**src/rtl/scyt_pkg.sv**
```systemverilog
// ----------------------------------------------------------------------------
// scyt_pkg
// types and constants shared by the scytale transposition modules
// ----------------------------------------------------------------------------
package scyt_pkg;

    localparam int CHAR_W     = 8;
    localparam int DIM_W      = 4;
    localparam int CNT_W      = 8;
    localparam int CFG_IDX_W  = 2;
    localparam int CFG_DATA_W = 4;

    localparam logic [CHAR_W-1:0] SPACE_CHAR = 8'd32;

    localparam logic [CFG_IDX_W-1:0] CFG_ROWS = 2'd0;
    localparam logic [CFG_IDX_W-1:0] CFG_COLS = 2'd1;
    localparam logic [CFG_IDX_W-1:0] CFG_MODE = 2'd2;

    localparam logic MODE_ENC = 1'b0;
    localparam logic MODE_DEC = 1'b1;

    // one completed grid waiting for readout
    typedef struct packed {
        logic             bank;
        logic             mode;
        logic [DIM_W-1:0] nr;
        logic [DIM_W-1:0] nc;
    } t_job;

    // readout finished with a bank
    typedef struct packed {
        logic valid;
        logic bank;
    } t_release;

endpackage

```
**src/rtl/scytale_transposition.sv**
```systemverilog
// ----------------------------------------------------------------------------
// scytale_transposition
// block transposition cipher over a rows by cols grid, spaces dropped
//
//   channel   dir   handshake          payload
//   input     in    i_valid/o_ready    i_char_in
//   output    out   o_valid/i_ready    o_char_out, o_last_out
//   config    in    i_cfg_we           i_cfg_idx, i_cfg_data
//
// loading accepts one character per cycle while the current bank is free
// readout pace is set by the ram read latency against the two-entry output
// buffer and by the receiver; a block of rows*cols characters drains while
// the next block loads
// two ram banks: input stalls only when both banks hold unread grids
// reset clears counters, bank flags and queues; the grid ram needs no clearing
// ----------------------------------------------------------------------------
module scytale_transposition #(
    parameter int MAX_ROWS = 8,
    parameter int MAX_COLS = 8
) (
    input  logic                            i_clk,
    input  logic                            i_rst_n,
    input  logic                            i_cfg_we,
    input  logic [scyt_pkg::CFG_IDX_W-1:0]  i_cfg_idx,
    input  logic [scyt_pkg::CFG_DATA_W-1:0] i_cfg_data,
    input  logic                            i_valid,
    output logic                            o_ready,
    input  logic [scyt_pkg::CHAR_W-1:0]     i_char_in,
    output logic                            o_valid,
    input  logic                            i_ready,
    output logic [scyt_pkg::CHAR_W-1:0]     o_char_out,
    output logic                            o_last_out
);

    localparam int DEPTH  = MAX_ROWS * MAX_COLS;
    localparam int CELL_W = (DEPTH > 1) ? $clog2(DEPTH) : 1;

    logic                        wr_en;
    logic [CELL_W:0]             wr_addr;
    logic [scyt_pkg::CHAR_W-1:0] wr_data;
    logic [CELL_W:0]             rd_addr;
    logic [scyt_pkg::CHAR_W-1:0] rd_data;
    logic                        job_push;
    scyt_pkg::t_job              job_in;
    logic                        job_valid;
    logic                        job_pop;
    scyt_pkg::t_job              job_out;
    scyt_pkg::t_release          release_bank;

    scyt_front #(
        .MAX_ROWS (MAX_ROWS),
        .MAX_COLS (MAX_COLS),
        .CELL_W   (CELL_W)
    ) u_front (
        .i_clk      (i_clk),
        .i_rst_n    (i_rst_n),
        .i_cfg_we   (i_cfg_we),
        .i_cfg_idx  (i_cfg_idx),
        .i_cfg_data (i_cfg_data),
        .i_valid    (i_valid),
        .o_ready    (o_ready),
        .i_char_in  (i_char_in),
        .o_wr_en    (wr_en),
        .o_wr_addr  (wr_addr),
        .o_wr_data  (wr_data),
        .o_job_push (job_push),
        .o_job      (job_in),
        .i_release  (release_bank)
    );

    scyt_ram #(
        .WIDTH (scyt_pkg::CHAR_W),
        .DEPTH (2 ** (CELL_W + 1))
    ) u_ram (
        .i_clk   (i_clk),
        .i_we    (wr_en),
        .i_waddr (wr_addr),
        .i_wdata (wr_data),
        .i_raddr (rd_addr),
        .o_rdata (rd_data)
    );

    scyt_queue u_queue (
        .i_clk   (i_clk),
        .i_rst_n (i_rst_n),
        .i_push  (job_push),
        .i_job   (job_in),
        .o_valid (job_valid),
        .i_pop   (job_pop),
        .o_job   (job_out)
    );

    scyt_back #(
        .CELL_W (CELL_W)
    ) u_back (
        .i_clk       (i_clk),
        .i_rst_n     (i_rst_n),
        .i_job_valid (job_valid),
        .i_job       (job_out),
        .o_job_pop   (job_pop),
        .o_rd_addr   (rd_addr),
        .i_rd_data   (rd_data),
        .o_release   (release_bank),
        .o_valid     (o_valid),
        .i_ready     (i_ready),
        .o_char_out  (o_char_out),
        .o_last_out  (o_last_out)
    );

endmodule

```
**src/rtl/scyt_ram.sv**
```systemverilog
// ----------------------------------------------------------------------------
// scyt_ram
// generic simple dual-port ram, one write and one registered read port
// ----------------------------------------------------------------------------
module scyt_ram #(
    parameter int WIDTH = 8,
    parameter int DEPTH = 128
) (
    input  logic                     i_clk,
    input  logic                     i_we,
    input  logic [$clog2(DEPTH)-1:0] i_waddr,
    input  logic [WIDTH-1:0]         i_wdata,
    input  logic [$clog2(DEPTH)-1:0] i_raddr,
    output logic [WIDTH-1:0]         o_rdata
);

    logic [WIDTH-1:0] r_mem [DEPTH];
    logic [WIDTH-1:0] r_rdata;

    always_ff @(posedge i_clk) begin
        if (i_we) begin
            r_mem[i_waddr] <= i_wdata;
        end
        r_rdata <= r_mem[i_raddr];
    end

    assign o_rdata = r_rdata;

endmodule

```
**src/rtl/scyt_front.sv**
```systemverilog
// ----------------------------------------------------------------------------
// scyt_front
// config registers, space filter and grid loading into the free bank
// ----------------------------------------------------------------------------
module scyt_front #(
    parameter int MAX_ROWS = 8,
    parameter int MAX_COLS = 8,
    parameter int CELL_W   = 6
) (
    input  logic                               i_clk,
    input  logic                               i_rst_n,
    input  logic                               i_cfg_we,
    input  logic [scyt_pkg::CFG_IDX_W-1:0]     i_cfg_idx,
    input  logic [scyt_pkg::CFG_DATA_W-1:0]    i_cfg_data,
    input  logic                               i_valid,
    output logic                               o_ready,
    input  logic [scyt_pkg::CHAR_W-1:0]        i_char_in,
    output logic                               o_wr_en,
    output logic [CELL_W:0]                    o_wr_addr,
    output logic [scyt_pkg::CHAR_W-1:0]        o_wr_data,
    output logic                               o_job_push,
    output scyt_pkg::t_job                     o_job,
    input  scyt_pkg::t_release                 i_release
);

    logic [scyt_pkg::DIM_W-1:0] r_rows;
    logic [scyt_pkg::DIM_W-1:0] r_cols;
    logic                       r_mode;
    logic [scyt_pkg::CNT_W-1:0] r_load;
    logic                       r_bank;
    logic [1:0]                 r_busy;

    logic [scyt_pkg::DIM_W-1:0] nr;
    logic [scyt_pkg::DIM_W-1:0] nc;
    logic [scyt_pkg::CNT_W-1:0] total;
    logic [scyt_pkg::CNT_W-1:0] slot;
    logic                       keep;
    logic                       done;
    logic                       cfg_hit;
    logic [1:0]                 n_busy;

    function automatic logic [scyt_pkg::DIM_W-1:0] clamp_dim(
        input logic [scyt_pkg::DIM_W-1:0] v,
        input int unsigned                maxv
    );
        logic [scyt_pkg::DIM_W-1:0] res;
        if (v == '0) begin
            res = scyt_pkg::DIM_W'(1);
        end else if (32'(v) > maxv) begin
            res = scyt_pkg::DIM_W'(maxv);
        end else begin
            res = v;
        end
        return res;
    endfunction

    always_comb begin
        nr    = clamp_dim(r_rows, MAX_ROWS);
        nc    = clamp_dim(r_cols, MAX_COLS);
        total = {4'd0, nr} * {4'd0, nc};
        keep  = i_valid && o_ready && (i_char_in != scyt_pkg::SPACE_CHAR);
        slot  = (r_load >= total) ? '0 : r_load;
        done  = keep && ((slot + 8'd1) == total);

        unique case (i_cfg_idx) inside
            scyt_pkg::CFG_ROWS, scyt_pkg::CFG_COLS, scyt_pkg::CFG_MODE: cfg_hit = i_cfg_we;
            default:                                                   cfg_hit = 1'b0;
        endcase

        n_busy = r_busy;
        if (i_release.valid) begin
            n_busy[i_release.bank] = 1'b0;
        end
        if (done) begin
            n_busy[r_bank] = 1'b1;
        end
    end

    always_ff @(posedge i_clk) begin
        if (!i_rst_n) begin
            r_rows <= scyt_pkg::DIM_W'(1);
            r_cols <= scyt_pkg::DIM_W'(1);
            r_mode <= scyt_pkg::MODE_ENC;
            r_load <= '0;
            r_bank <= 1'b0;
            r_busy <= '0;
        end else begin
            r_busy <= n_busy;
            if (i_cfg_we) begin
                unique case (i_cfg_idx)
                    scyt_pkg::CFG_ROWS: r_rows <= i_cfg_data;
                    scyt_pkg::CFG_COLS: r_cols <= i_cfg_data;
                    scyt_pkg::CFG_MODE: r_mode <= i_cfg_data[0];
                    default: ;
                endcase
            end
            if (cfg_hit) begin
                r_load <= '0;
            end else if (keep) begin
                r_load <= done ? '0 : slot + 8'd1;
            end
            if (done) begin
                r_bank <= ~r_bank;
            end
        end
    end

    assign o_ready    = !r_busy[r_bank];
    assign o_wr_en    = keep;
    assign o_wr_addr  = {r_bank, CELL_W'(slot)};
    assign o_wr_data  = i_char_in;
    assign o_job_push = done;
    assign o_job      = '{bank: r_bank, mode: r_mode, nr: nr, nc: nc};

endmodule

```
**src/rtl/scyt_queue.sv**
```systemverilog
// ----------------------------------------------------------------------------
// scyt_queue
// two-entry job queue between loading and readout
// ----------------------------------------------------------------------------
module scyt_queue (
    input  logic           i_clk,
    input  logic           i_rst_n,
    input  logic           i_push,
    input  scyt_pkg::t_job i_job,
    output logic           o_valid,
    input  logic           i_pop,
    output scyt_pkg::t_job o_job
);

    scyt_pkg::t_job r_mem [2];
    logic           r_wp;
    logic           r_rp;
    logic [1:0]     r_cnt;

    always_ff @(posedge i_clk) begin
        if (i_push) begin
            r_mem[r_wp] <= i_job;
        end
    end

    always_ff @(posedge i_clk) begin
        if (!i_rst_n) begin
            r_wp  <= 1'b0;
            r_rp  <= 1'b0;
            r_cnt <= '0;
        end else begin
            if (i_push) begin
                r_wp <= ~r_wp;
            end
            if (i_pop) begin
                r_rp <= ~r_rp;
            end
            r_cnt <= r_cnt + {1'b0, i_push} - {1'b0, i_pop};
        end
    end

    assign o_valid = r_cnt != 2'd0;
    assign o_job   = r_mem[r_rp];

endmodule

```
**src/rtl/scyt_back.sv**
```systemverilog
// ----------------------------------------------------------------------------
// scyt_back
// readout sequencer: walks a grid in transposed order into an output buffer
// ----------------------------------------------------------------------------
module scyt_back #(
    parameter int CELL_W = 6
) (
    input  logic                        i_clk,
    input  logic                        i_rst_n,
    input  logic                        i_job_valid,
    input  scyt_pkg::t_job              i_job,
    output logic                        o_job_pop,
    output logic [CELL_W:0]             o_rd_addr,
    input  logic [scyt_pkg::CHAR_W-1:0] i_rd_data,
    output scyt_pkg::t_release          o_release,
    output logic                        o_valid,
    input  logic                        i_ready,
    output logic [scyt_pkg::CHAR_W-1:0] o_char_out,
    output logic                        o_last_out
);

    localparam logic ST_IDLE = 1'b0;
    localparam logic ST_RUN  = 1'b1;

    logic                       r_state;
    logic                       r_bank;
    logic [scyt_pkg::DIM_W-1:0] r_outer_n;
    logic [scyt_pkg::DIM_W-1:0] r_inner_n;
    logic [scyt_pkg::DIM_W-1:0] r_stride;
    logic [scyt_pkg::DIM_W-1:0] r_outer;
    logic [scyt_pkg::DIM_W-1:0] r_inner;
    logic [scyt_pkg::CNT_W-1:0] r_addr;
    logic                       r_rd_vld;
    logic                       r_rd_last;

    logic [scyt_pkg::CHAR_W-1:0] r_ob_char [2];
    logic                        r_ob_last [2];
    logic                        r_wp;
    logic                        r_rp;
    logic [1:0]                  r_occ;

    logic room;
    logic issue;
    logic inner_end;
    logic outer_end;
    logic last_rd;
    logic pop;

    always_comb begin
        // occupancy plus the read in flight must leave a free slot
        room      = (r_occ + {1'b0, r_rd_vld}) < 2'd2;
        issue     = (r_state == ST_RUN) && room;
        inner_end = r_inner == (r_inner_n - 4'd1);
        outer_end = r_outer == (r_outer_n - 4'd1);
        last_rd   = inner_end && outer_end;
        pop       = (r_occ != 2'd0) && i_ready;
    end

    assign o_job_pop  = (r_state == ST_IDLE) && i_job_valid;
    assign o_rd_addr  = {r_bank, CELL_W'(r_addr)};
    assign o_release  = '{valid: issue && last_rd, bank: r_bank};
    assign o_valid    = r_occ != 2'd0;
    assign o_char_out = r_ob_char[r_rp];
    assign o_last_out = r_ob_last[r_rp];

    always_ff @(posedge i_clk) begin
        if (!i_rst_n) begin
            r_state  <= ST_IDLE;
            r_rd_vld <= 1'b0;
            r_wp     <= 1'b0;
            r_rp     <= 1'b0;
            r_occ    <= '0;
        end else begin
            unique case (r_state)
                ST_IDLE: begin
                    if (i_job_valid) begin
                        r_state <= ST_RUN;
                    end
                end
                ST_RUN: begin
                    if (issue && last_rd) begin
                        r_state <= ST_IDLE;
                    end
                end
                default: r_state <= ST_IDLE;
            endcase
            r_rd_vld <= issue;
            if (r_rd_vld) begin
                r_wp <= ~r_wp;
            end
            if (pop) begin
                r_rp <= ~r_rp;
            end
            r_occ <= r_occ + {1'b0, r_rd_vld} - {1'b0, pop};
        end
    end

    // walk position, meaningful only while running
    always_ff @(posedge i_clk) begin
        if (o_job_pop) begin
            r_bank  <= i_job.bank;
            r_outer <= '0;
            r_inner <= '0;
            r_addr  <= '0;
            if (i_job.mode == scyt_pkg::MODE_ENC) begin
                // filled by rows, read down each column
                r_outer_n <= i_job.nc;
                r_inner_n <= i_job.nr;
                r_stride  <= i_job.nc;
            end else begin
                r_outer_n <= i_job.nr;
                r_inner_n <= i_job.nc;
                r_stride  <= i_job.nr;
            end
        end else if (issue) begin
            if (inner_end) begin
                r_inner <= '0;
                r_outer <= r_outer + 4'd1;
                r_addr  <= {4'd0, r_outer} + 8'd1;
            end else begin
                r_inner <= r_inner + 4'd1;
                r_addr  <= r_addr + {4'd0, r_stride};
            end
        end
        r_rd_last <= last_rd;
        if (r_rd_vld) begin
            r_ob_char[r_wp] <= i_rd_data;
            r_ob_last[r_wp] <= r_rd_last;
        end
    end

endmodule

```
**config.mk**
```make
export PLATFORM = sky130hd
export DESIGN_NAME = scytale_transposition
export DESIGN_NICKNAME = d
export VERILOG_FILES = /design/src/rtl/scyt_pkg.sv /design/src/rtl/scytale_transposition.sv /design/src/rtl/scyt_ram.sv /design/src/rtl/scyt_front.sv /design/src/rtl/scyt_queue.sv /design/src/rtl/scyt_back.sv
export SDC_FILE = /design/constraint.sdc
export NUM_CORES = 1
export LEC_CHECK = 0
export BUFFER_PORTS_ARGS = -buffer_cell sky130_fd_sc_hd__buf_2
export CAP_MARGIN = 20
export CORE_UTILIZATION = 40
export CTS_CLUSTER_SIZE = 16
export DETAILED_ROUTE_END_ITERATION = 16
export MAX_ROUTING_LAYER = met4
export SETUP_SLACK_MARGIN = 0.02
export SLEW_MARGIN = 5
export SYNTH_ARGS = -nofsm -noshare
export SYNTH_HDL_FRONTEND = slang
export SYNTH_HIERARCHICAL = 1
export SYNTH_SLANG_ARGS = --single-unit
export TNS_END_PERCENT = 30
```
**constraint.sdc**
```tcl
create_clock -name i_clk -period 8.75 [get_ports i_clk]
set_input_delay 0.875 -clock i_clk [delete_from_list [all_inputs] [get_ports i_clk]]
set_output_delay 0.875 -clock i_clk [all_outputs]
set_load 0.05 [all_outputs]
```
==> impl_metrics.py, run 1 <==
metrics = {
    "outcome": {
        "status": "finished, final reports clean",
    },
    "global_routing": {
        "grt_usage_pct": 18.7,
        "antenna_found_initial": 0,
        "overflow": 0,
        "grt_pass1_vias": 21600,
        "grt_pass1_wl_um": 150000,
        "grt_max_degree": 159,
    },
    "sta": {
        "fin_worst_skew_ns": 0.0281,
        "setup_slack_ns": 0.693,
        "max_freq_ghz": 0.124,
        "hold_violations": 0,
        "finalMaxSlewViolations": 0,
        "finalSetupViolCount": 0,
        "max_slew_margin_pct": 25.9,
        "period_share_pct": 92.1,
        "fin_tns_setup_ns": 0,
        "final.min_clock_period_ns": 8.06,
        "tightest_slew_ns": 1.11,
        "grt_setup_unrepaired": "false",
        "hold_slack_ns": 0.428,
    },
    "pwr": {
        "seqPwrFrac_pct": 44.0,
        "combPwrFrac_pct": 23.8,
        "power_density_nw_per_um2": 283,
        "switching_power_mw": 3.95,
        "power.total_mw": 14.3,
        "p_leak_nw": 15.5,
        "p_int_mw": 10.3,
        "ir_worst_vdd_mv": 0.190,
        "switching_share_pct": 27.7,
        "clockPowerShare_pct": 32.2,
    },
    "worst_setup_path": {
        "crit_required_ns": 9.05,
        "worstSetupPathType": "reg -> reg",
        "end_kind": "flop",
        "arrival_ns": 8.36,
        "cp_max_fo": 15,
        "start_kind": "flop",
    },
    "detailed_routing": {
        "drc": 0,
        "drt-initial-drc-count": 2255,
        "dr.pass1.iters": 7,
        "wl_per_cell_um": 27.0,
        "vias_per_cell": 5.65,
        "wirelength_um": 102000,
        "vias": 21400,
        "detail-route-antenna-nets": 0,
    },
    "synth": {
        "netlist_area_um2": 45000,
        "ys_seq_area_share_pct": 73.9,
        "yosysTopAreaCellShare_pct": 71.4,
        "avgSynthCellArea_um2": 21.0,
        "yosysMostFrequentCell": "edfxtp_1",
        "synth_top_area_cell": "edfxtp_1",
        "synth-edff-count": 1071,
        "synth_cells": 2145,
        "synth-seq-cells": 1126,
        "syn_nets": 2202,
        "ys.flop_type": "edfxtp_1",
        "yosysWarnings": 6,
        "ys_types": 67,
        "synth_common_cells": "edfxtp_1 (1071), mux4_2 (336), nor2_1 (148)",
        "async_reset_ff_share_pct": 0,
        "yosys-top-cells-area": "edfxtp_1 (71%), mux4_2 (17%), dfxtp_1 (2.4%)",
    },
    "clock_tree": {
        "ctsHoldBuffers": 0,
        "h-tree-depth": 3,
        "cts_buffer_depth": 3,
        "cts_buffers": 110,
        "clock-sinks": 1126,
        "clockRootBuffer": "clkbuf_16",
        "post_cts_buffers": 0,
        "clkLatencyLatePin_ns": 0.69,
        "cts_resized": 0,
        "clkTransAtPathRegs_ns": 0.06,
        "cts_tree": "done",
    },
    "place": {
        "placed_cells": 3580,
        "dpl.hpwl_um": 61600,
        "dpl_cell_area_um2": 46800,
        "routabilityCongestion": 0.871,
        "place_ws_ns": 0.730,
        "port_buffers": 29,
    },
    "die": {
        "dieArea_um2": 114000,
        "io_pins": 30,
        "fp-row-count": 122,
        "die-width_um": 338,
        "initial_utilization_pct": 40.5,
        "core_um2": 111000,
        "die_h_um": 338,
    },
    "cells_and_area": {
        "final_nets": 2263,
        "fin_area_um2": 50300,
        "drive_gt1_share_pct": 26.6,
        "final_util_pct": 45.3,
        "fin_cells": 3780,
        "area.growth.synth_to_final_pct": 11.8,
    },
    "job": {
        "drv_cap": 0,
    },
    "min_path": {
        "hold_path_class": "reg -> reg",
    },
}
[worst max-delay path: stages, from the launching register on]
cell	delay, ns
dfxtp_1	0.40
o21bai_1	0.27
inv_1	0.16
nand2_1	0.09
fa_1	0.55
inv_1	0.06
fa_1	0.57
inv_1	0.07
fa_1	0.45
nor2b_1	0.12
o21ai_0	0.11
and3_1	0.22
or2_2	0.31
ha_1	0.28
nand2_1	0.09
o21ai_0	0.16
a21oi_1	0.48
and2_1	0.42
ha_1	0.37
nand3_1	0.22
xnor2_1	0.21
or4_1	0.44
a311oi_2	0.32
nand3_2	0.38
inv_2	0.20
nor2b_1	0.71
[worst paths after layout]
kind	cells after the start	from	slack, ns	endpoint
max	25	u_front/r_rows[3]	0.69	u_queue/r_mem[0][9]
min	0	u_ram/o_rdata[7]	0.43	u_back/r_ob_char[1][7]
max reg2reg	25	u_front/r_rows[3]	0.69	u_queue/r_mem[0][9]
min reg2reg	0	u_ram/o_rdata[7]	0.43	u_back/r_ob_char[1][7]
[logic make-up after synthesis]
logic type	count (synthesis)	synth area share, %
buffers and inverters	149	1.53
AND/OR/NAND/NOR	338	3.58
AO/OA/AOI/OAI	76	1.13
multiplexers	384	18.0
adder cells (fa/ha/maj)	38	1.14
XOR/XNOR	34	0.773
flip-flops	1126	73.9
[cell usage in the layout (no fill, tap or decap), types with 31 or more instances in the layout]
master	Yosys	final
buf_4	25	41
clkbuf_16	0	111
dfxtp_1	55	51
edfxtp_1	1071	1071
ha_1	33	33
mux2_2	35	35
mux4_2	336	336
nand2_1	45	45
nand3_1	32	31
nor2_1	148	148
[metal layers]
metal / vias to the layer above / GRT usage (%) / part of all wire [%]
li1: 8961 / - / -
met2: 755 / 28.5 / 48
met1: 11500 / 26.6 / 44
met4: 0 / 4.20 / 2.0
met5: - / - / 0
met3: 140 / 2.89 / 6.5
[power groups by stage]
stage          Clock, mW  Combinational, mW  Sequential, mW
2_1_floorplan          0               2.52            6.20
3_3_place_gp           0               3.40            6.39
3_5_place_dp           0               3.43            6.40
4_1_cts             4.68               3.44            6.28
5_1_grt             4.87               3.57            6.30
6_report            4.59               3.39            6.28
[registers in the layout (all words and copies together), names as in the netlist, 2 cells and up, named ones only]
signal	flops
u_queue/r_mem	20
u_back/r_addr	6
u_back/r_occ	2
u_front/r_rows	4
u_back/r_inner	4
u_front/r_load	8
u_back/r_inner_n	4
u_back/r_ob_last	2
u_back/r_outer	4
u_back/r_stride	4
u_front/r_cols	4
u_ram/o_rdata	8
u_front/r_busy	2
u_ram/r_mem	1024
u_queue/r_cnt	2
u_back/r_ob_char	16
[cell type report]
class / count / area [µm²]
fill: 9337 / 60800
sequential: 1126 / 33300
multi-input combinational: 870 / 11100
clock buffer: 137 / 2890
tap: 1488 / 1860
clock inverter: 60 / 593
timing repair buffer: 67 / 513
inverter: 31 / 116
antenna: 1 / 2.50
Note: power is estimated with default switching activity, not from simulation.
==> inputs of run 2 (changes only) <==
--- a/config.mk
+++ b/config.mk
@@ -5,12 +5,12 @@
 export SDC_FILE = /design/constraint.sdc
 export NUM_CORES = 1
 export LEC_CHECK = 0
+export ABC_CLOCK_PERIOD_IN_PS = 8750
 export BUFFER_PORTS_ARGS = -buffer_cell sky130_fd_sc_hd__buf_2
 export CAP_MARGIN = 20
 export CORE_UTILIZATION = 40
 export CTS_CLUSTER_SIZE = 16
 export DETAILED_ROUTE_END_ITERATION = 16
-export MAX_ROUTING_LAYER = met4
 export SETUP_SLACK_MARGIN = 0.02
 export SLEW_MARGIN = 5
 export SYNTH_ARGS = -nofsm -noshare
==> run 2 against run 1 <==
Non-clock buffer count did not move. Combinational power hardly changed. Count of clock-buffer cells in the layout stayed put. Global-route usage decreased by 0.55 points. Register-to-register slack barely moved. First-iteration DRC count up 2.7%. Critical path depth unchanged. Cell count hardly changed. Highest routed layer is now met5.
==> impl_metrics.py, run 2 (synthesis results as in run 1) <==
metrics = {
    "die": {
        "fp-row-count": 122,
        "dieArea_um2": 114000,
        "die-width_um": 338,
        "core_um2": 111000,
        "io_pins": 30,
        "initial_utilization_pct": 40.5,
        "die_h_um": 338,
    },
    "worst_setup_path": {
        "rr_worst_depth": 25,
        "arrival_ns": 8.37,
        "cp_top_family": "simple AND/OR/NAND/NOR gates",
        "rr_endpoint": "u_queue/r_mem[0][9]",
        "cp_num_buf_inv": 4,
        "slowest_delay_ns": 0.72,
        "reg2reg_setup_slack_ns": 0.68,
        "end_kind": "flop",
        "rr_startpoint": "u_front/r_rows[3]",
        "worstSetupPathType": "reg -> reg",
        "cp_max_fo": 15,
        "start_kind": "flop",
        "crit_slowest_cell": "nor2b_1",
        "cp-startpoint": "u_front/r_rows[3]",
        "crit_required_ns": 9.05,
    },
    "sta": {
        "grt_setup_unrepaired": "false",
        "finalMaxSlewViolations": 0,
        "fin_worst_skew_ns": 0.0317,
        "max_freq_ghz": 0.124,
        "final.min_clock_period_ns": 8.07,
        "fin_tns_setup_ns": 0,
        "setup_slack_ns": 0.679,
        "hold_violations": 0,
        "tightest_slew_ns": 1.45,
        "max_slew_margin_pct": 3.60,
        "finalSetupViolCount": 0,
        "period_share_pct": 92.2,
    },
    "pwr": {
        "p_int_mw": 10.3,
        "clockPowerShare_pct": 32.1,
        "ir_worst_vdd_mv": 0.190,
        "seqPwrFrac_pct": 43.9,
        "p_leak_nw": 15.5,
        "switching_share_pct": 27.9,
        "switching_power_mw": 3.98,
        "power_density_nw_per_um2": 284,
        "combPwrFrac_pct": 23.9,
    },
    "min_path": {
        "hold_path_end": "u_back/r_ob_char[1][7]",
        "hold_path_class": "reg -> reg",
        "min_delay_path_depth": 0,
        "holdCritStartpoint": "u_ram/o_rdata[7]",
    },
    "clock_tree": {
        "cts_tree": "done",
        "post_cts_buffers": 0,
        "h-tree-depth": 3,
        "cts_buffers": 110,
        "clockRootBuffer": "clkbuf_16",
        "cts_resized": 0,
        "ctsHoldBuffers": 0,
        "clkLatencyLatePin_ns": 0.70,
        "clock-sinks": 1126,
        "clkTransAtPathRegs_ns": 0.06,
        "cts_buffer_depth": 3,
    },
    "cells_and_area": {
        "largest_reg_flops": 1024,
        "area.growth.synth_to_final_pct": 11.8,
        "reg_top3": "u_ram/r_mem (1024), u_queue/r_mem (20), u_back/r_ob_char (16)",
        "layout_commonest_cell": "edfxtp_1",
        "drive_gt1_share_pct": 26.6,
        "mostFrequentLayoutCells": "edfxtp_1 (1071), mux4_2 (336), nor2_1 (148)",
        "diodes": 0,
        "final_nets": 2263,
        "fin_cells": 3779,
        "max_flop_register": "u_ram/r_mem",
        "final_util_pct": 45.3,
    },
    "global_routing": {
        "grt_pass1_wl_um": 149000,
        "grt_max_degree": 159,
        "antenna_found_initial": 3,
        "grt_pass1_vias": 21600,
        "overflow": 0,
        "grt_usage_pct": 18.1,
    },
    "place": {
        "port_buffers": 29,
        "placed_cells": 3580,
        "dpl.hpwl_um": 61600,
        "place_ws_ns": 0.730,
        "routabilityCongestion": 0.857,
    },
    "detailed_routing": {
        "vias": 21300,
        "wirelength_um": 102000,
        "dr.pass1.iters": 7,
        "drt-initial-drc-count": 2317,
        "wl_per_cell_um": 27.0,
        "detail-route-antenna-nets": 0,
        "drc": 0,
        "vias_per_cell": 5.65,
    },
    "outcome": {
        "status": "finished, final reports clean",
    },
    "job": {
        "drv_cap": 0,
    },
}
## run 2: power groups by stage
stage / clock network [mW] / registers (mW) / logic [mW]
4_1_cts: 4.68 / 6.28 / 3.44
5_1_grt: 4.87 / 6.30 / 3.59
3_3_place_gp: 0 / 6.39 / 3.40
2_1_floorplan: 0 / 6.20 / 2.52
3_5_place_dp: 0 / 6.40 / 3.43
6_report: 4.59 / 6.28 / 3.42
## run 2: stage by stage
stage	hold WS, ns	power, mW	cell area [µm²]
after global routing	0.433	14.8	50300
after CTS	0.426	14.4	50300
after detailed placement	0.412	9.82	46800
after floorplan	0.404	8.72	45000
final	0.428	14.3	50300
after global placement	0.408	9.79	46800
## run 2: layout make-up
class,instances,area [µm²]
Fill cell,9338,60800
Sequential cell,1126,33300
Multi-Input combinational cell,870,11100
Clock buffer,137,2890
Tap cell,1488,1860
Clock inverter,60,593
Timing Repair Buffer,67,513
Inverter,31,116
## run 2: how the worst max path moves through the flow
stage	end	slack, ns	cells past startpoint
floorplan	u_queue/r_mem[0][0]	2.05	29
global placement	u_queue/r_mem[0][0]	1.0	25
detailed placement	u_queue/r_mem[0][6]	0.73	25
CTS	u_queue/r_mem[0][7]	0.70	25
global route	u_queue/r_mem[0][8]	0.10	25
finish	u_queue/r_mem[0][9]	0.68	25
## run 2: worst register-to-register path: stages (launching register included)
cell,delay [ns]
dfxtp_1,0.39
o21bai_1,0.27
inv_1,0.16
nand2_1,0.10
fa_1,0.55
inv_1,0.06
fa_1,0.57
inv_1,0.07
fa_1,0.45
nor2b_1,0.12
o21ai_0,0.11
and3_1,0.22
or2_2,0.32
ha_1,0.28
nand2_1,0.09
o21ai_0,0.16
a21oi_1,0.48
and2_1,0.43
ha_1,0.38
nand3_1,0.23
xnor2_1,0.22
or4_1,0.43
a311oi_2,0.32
nand3_2,0.37
inv_2,0.20
nor2b_1,0.72
## run 2: layer usage
layer  up-vias  global-route usage, %  share of wire [%]
met5         -                      0              0.020
met4         2                   4.60                2.2
li1       8956                      -                  -
met2       838                   28.2                 47
met3       135                   3.95                7.9
met1     11400                   26.0                 42
==> inputs of run 3 (changes only) <==
--- a/config.mk
+++ b/config.mk
@@ -8,7 +8,7 @@
 export ABC_CLOCK_PERIOD_IN_PS = 8750
 export BUFFER_PORTS_ARGS = -buffer_cell sky130_fd_sc_hd__buf_2
 export CAP_MARGIN = 20
-export CORE_UTILIZATION = 40
+export CORE_UTILIZATION = 35
 export CTS_CLUSTER_SIZE = 16
 export DETAILED_ROUTE_END_ITERATION = 16
 export SETUP_SLACK_MARGIN = 0.02
==> run 3 against run 2 <==
Critical path depth stayed put. Sequential share of layout area shrank 0.52 points. Worst hold slack improved by 0.011 ns. Register-to-register slack worse by 0.03 ns. Combinational power about the same. Clock skew increased by 0.0040 ns. Power grew 0.72%. Design area up 0.79%. Flip-flop and latch count did not move. Die area rose by 14%. Non-clock buffer count fell by 2. Largest power group unchanged.
==> impl_metrics.py, run 3 (synthesis results as in run 1) <==
metrics = {
    "worst_setup_path": {
        "cp_num_buf_inv": 4,
        "cp_top_family": "simple AND/OR/NAND/NOR gates",
        "crit_required_ns": 9.04,
        "crit_slowest_cell": "nor2b_1",
        "worstSetupPathType": "reg -> reg",
        "slowest_delay_ns": 0.78,
        "arrival_ns": 8.39,
        "end_kind": "flop",
        "cp_max_fo": 15,
        "start_kind": "flop",
    },
    "detailed_routing": {
        "dr.pass1.iters": 7,
        "wirelength_um": 102000,
        "wl_per_cell_um": 25.8,
        "detail-route-antenna-nets": 0,
        "met1_length_um": 43600,
        "maxUsedRoutingLayer": "met4",
        "wl_met3_um": 6900,
        "vias": 21400,
        "vias_per_cell": 5.40,
        "drt-initial-drc-count": 2185,
        "drc": 0,
        "wl_met2_um": 49400,
    },
    "clock_tree": {
        "clockRootBuffer": "clkbuf_16",
        "clkTransAtPathRegs_ns": 0.06,
        "post_cts_buffers": 0,
        "clock-sinks": 1126,
        "h-tree-depth": 3,
        "cts_buffer_depth": 3,
        "cts_tree": "done",
        "ctsHoldBuffers": 0,
        "cts_buffers": 110,
        "clkLatencyLatePin_ns": 0.70,
        "cts_resized": 0,
    },
    "place": {
        "dpl.hpwl_um": 62100,
        "dpl_cell_area_um2": 47000,
        "port_buffers": 29,
        "routabilityCongestion": 0.821,
    },
    "pwr": {
        "combPwrFrac_pct": 23.9,
        "p_int_mw": 10.4,
        "switching_power_mw": 3.98,
        "p_leak_nw": 15.6,
        "power_density_nw_per_um2": 284,
        "switching_share_pct": 27.7,
        "seqPwrFrac_pct": 43.3,
        "clockPowerShare_pct": 32.8,
        "ir_worst_vdd_mv": 0.188,
    },
    "die": {
        "fp-row-count": 131,
        "die-width_um": 361,
        "core_um2": 128000,
        "dieArea_um2": 130000,
        "die_h_um": 361,
        "io_pins": 30,
        "initial_utilization_pct": 35.3,
    },
    "global_routing": {
        "antenna_found_initial": 0,
        "grt_pass1_wl_um": 151000,
        "grt_max_degree": 122,
        "overflow": 0,
        "grt_usage_pct": 15.6,
        "grt_pass1_vias": 21600,
    },
    "sta": {
        "final.min_clock_period_ns": 8.10,
        "max_slew_margin_pct": 23.7,
        "finalMaxSlewViolations": 0,
        "finalSetupViolCount": 0,
        "max_freq_ghz": 0.123,
        "grt_setup_unrepaired": "false",
        "fin_worst_skew_ns": 0.0357,
        "period_share_pct": 92.6,
        "fin_tns_setup_ns": 0,
        "hold_violations": 0,
        "tightest_slew_ns": 1.14,
    },
    "cells_and_area": {
        "reg_top3": "u_ram/r_mem (1024), u_queue/r_mem (20), u_back/r_ob_char (16)",
        "seq_area_um2": 33300,
        "drive_gt1_share_pct": 27.2,
        "fillers": 11100,
        "layout_commonest_cell": "edfxtp_1",
        "fin_area_um2": 50700,
        "area.growth.synth_to_final_pct": 12.7,
        "final_nets": 2261,
        "multi_input_area_um2": 11100,
        "largest_reg_flops": 1024,
        "mostFrequentLayoutCells": "edfxtp_1 (1071), mux4_2 (336), nor2_1 (148)",
        "max_flop_register": "u_ram/r_mem",
    },
    "outcome": {
        "status": "finished, final reports clean",
    },
    "min_path": {
        "hold_path_class": "reg -> reg",
    },
    "job": {
        "drv_cap": 0,
    },
}
## run 3: changes by cell type in the layout (fill, tap and decap cells not counted), sizes merged
cell    before  now
diode        0    2
inv         36   34
buf         67   65
clkinv      42   46
bufinv      10   12
## run 3: path summary, 6_finish.rpt
check / start / end / depth (start not counted) / slack (ns)
worst max-delay path: u_front/r_rows[3] / u_queue/r_mem[0][7] / 25 / 0.65
worst min-delay path: u_ram/o_rdata[0] / u_back/r_ob_char[0][0] / 0 / 0.44
worst max register to register: u_front/r_rows[3] / u_queue/r_mem[0][7] / 25 / 0.65
worst min register to register: u_ram/o_rdata[0] / u_back/r_ob_char[0][0] / 0 / 0.44
## run 3: routing by layer
layer | track usage [%] | up-vias
met5 | 0 | -
met4 | 3.96 | 0
met3 | 2.92 | 134
met2 | 24.9 | 757
met1 | 22.1 | 11500
li1 | - | 8951
## run 3: layout make-up
cell class	instances	share of cell area [%]
Antenna cell	2	0.00987
Clock buffer	137	5.75
Clock inverter	64	1.37
Inverter	31	0.229
Multi-Input combinational cell	870	21.9
Sequential cell	1126	65.6
Tap cell	1662	4.10
Timing Repair Buffer	65	1.08
## run 3: power by group through the flow
stage	clock network, mW	logic, mW	registers [mW]
after floorplan	0	2.52	6.20
after global placement	0	3.38	6.39
after detailed placement	0	3.41	6.40
after CTS	4.81	3.42	6.28
after global routing	5.00	3.60	6.26
final	4.71	3.44	6.24
## run 3: through the flow
stage | util (%) | hold WS [ns] | setup WS [ns] | cells | total power, mW
after detailed placement | 36.9 | 0.426 | 0.701 | 3750 | 9.81
final | 39.8 | 0.439 | 0.650 | 3957 | 14.4
after floorplan | - | 0.404 | 2.05 | 2145 | 8.72
after CTS | 39.7 | 0.440 | 0.678 | 3951 | 14.5
after global placement | 36.8 | 0.416 | 0.925 | 3747 | 9.77
after global routing | 39.8 | 0.442 | 0.0839 | 3955 | 14.9
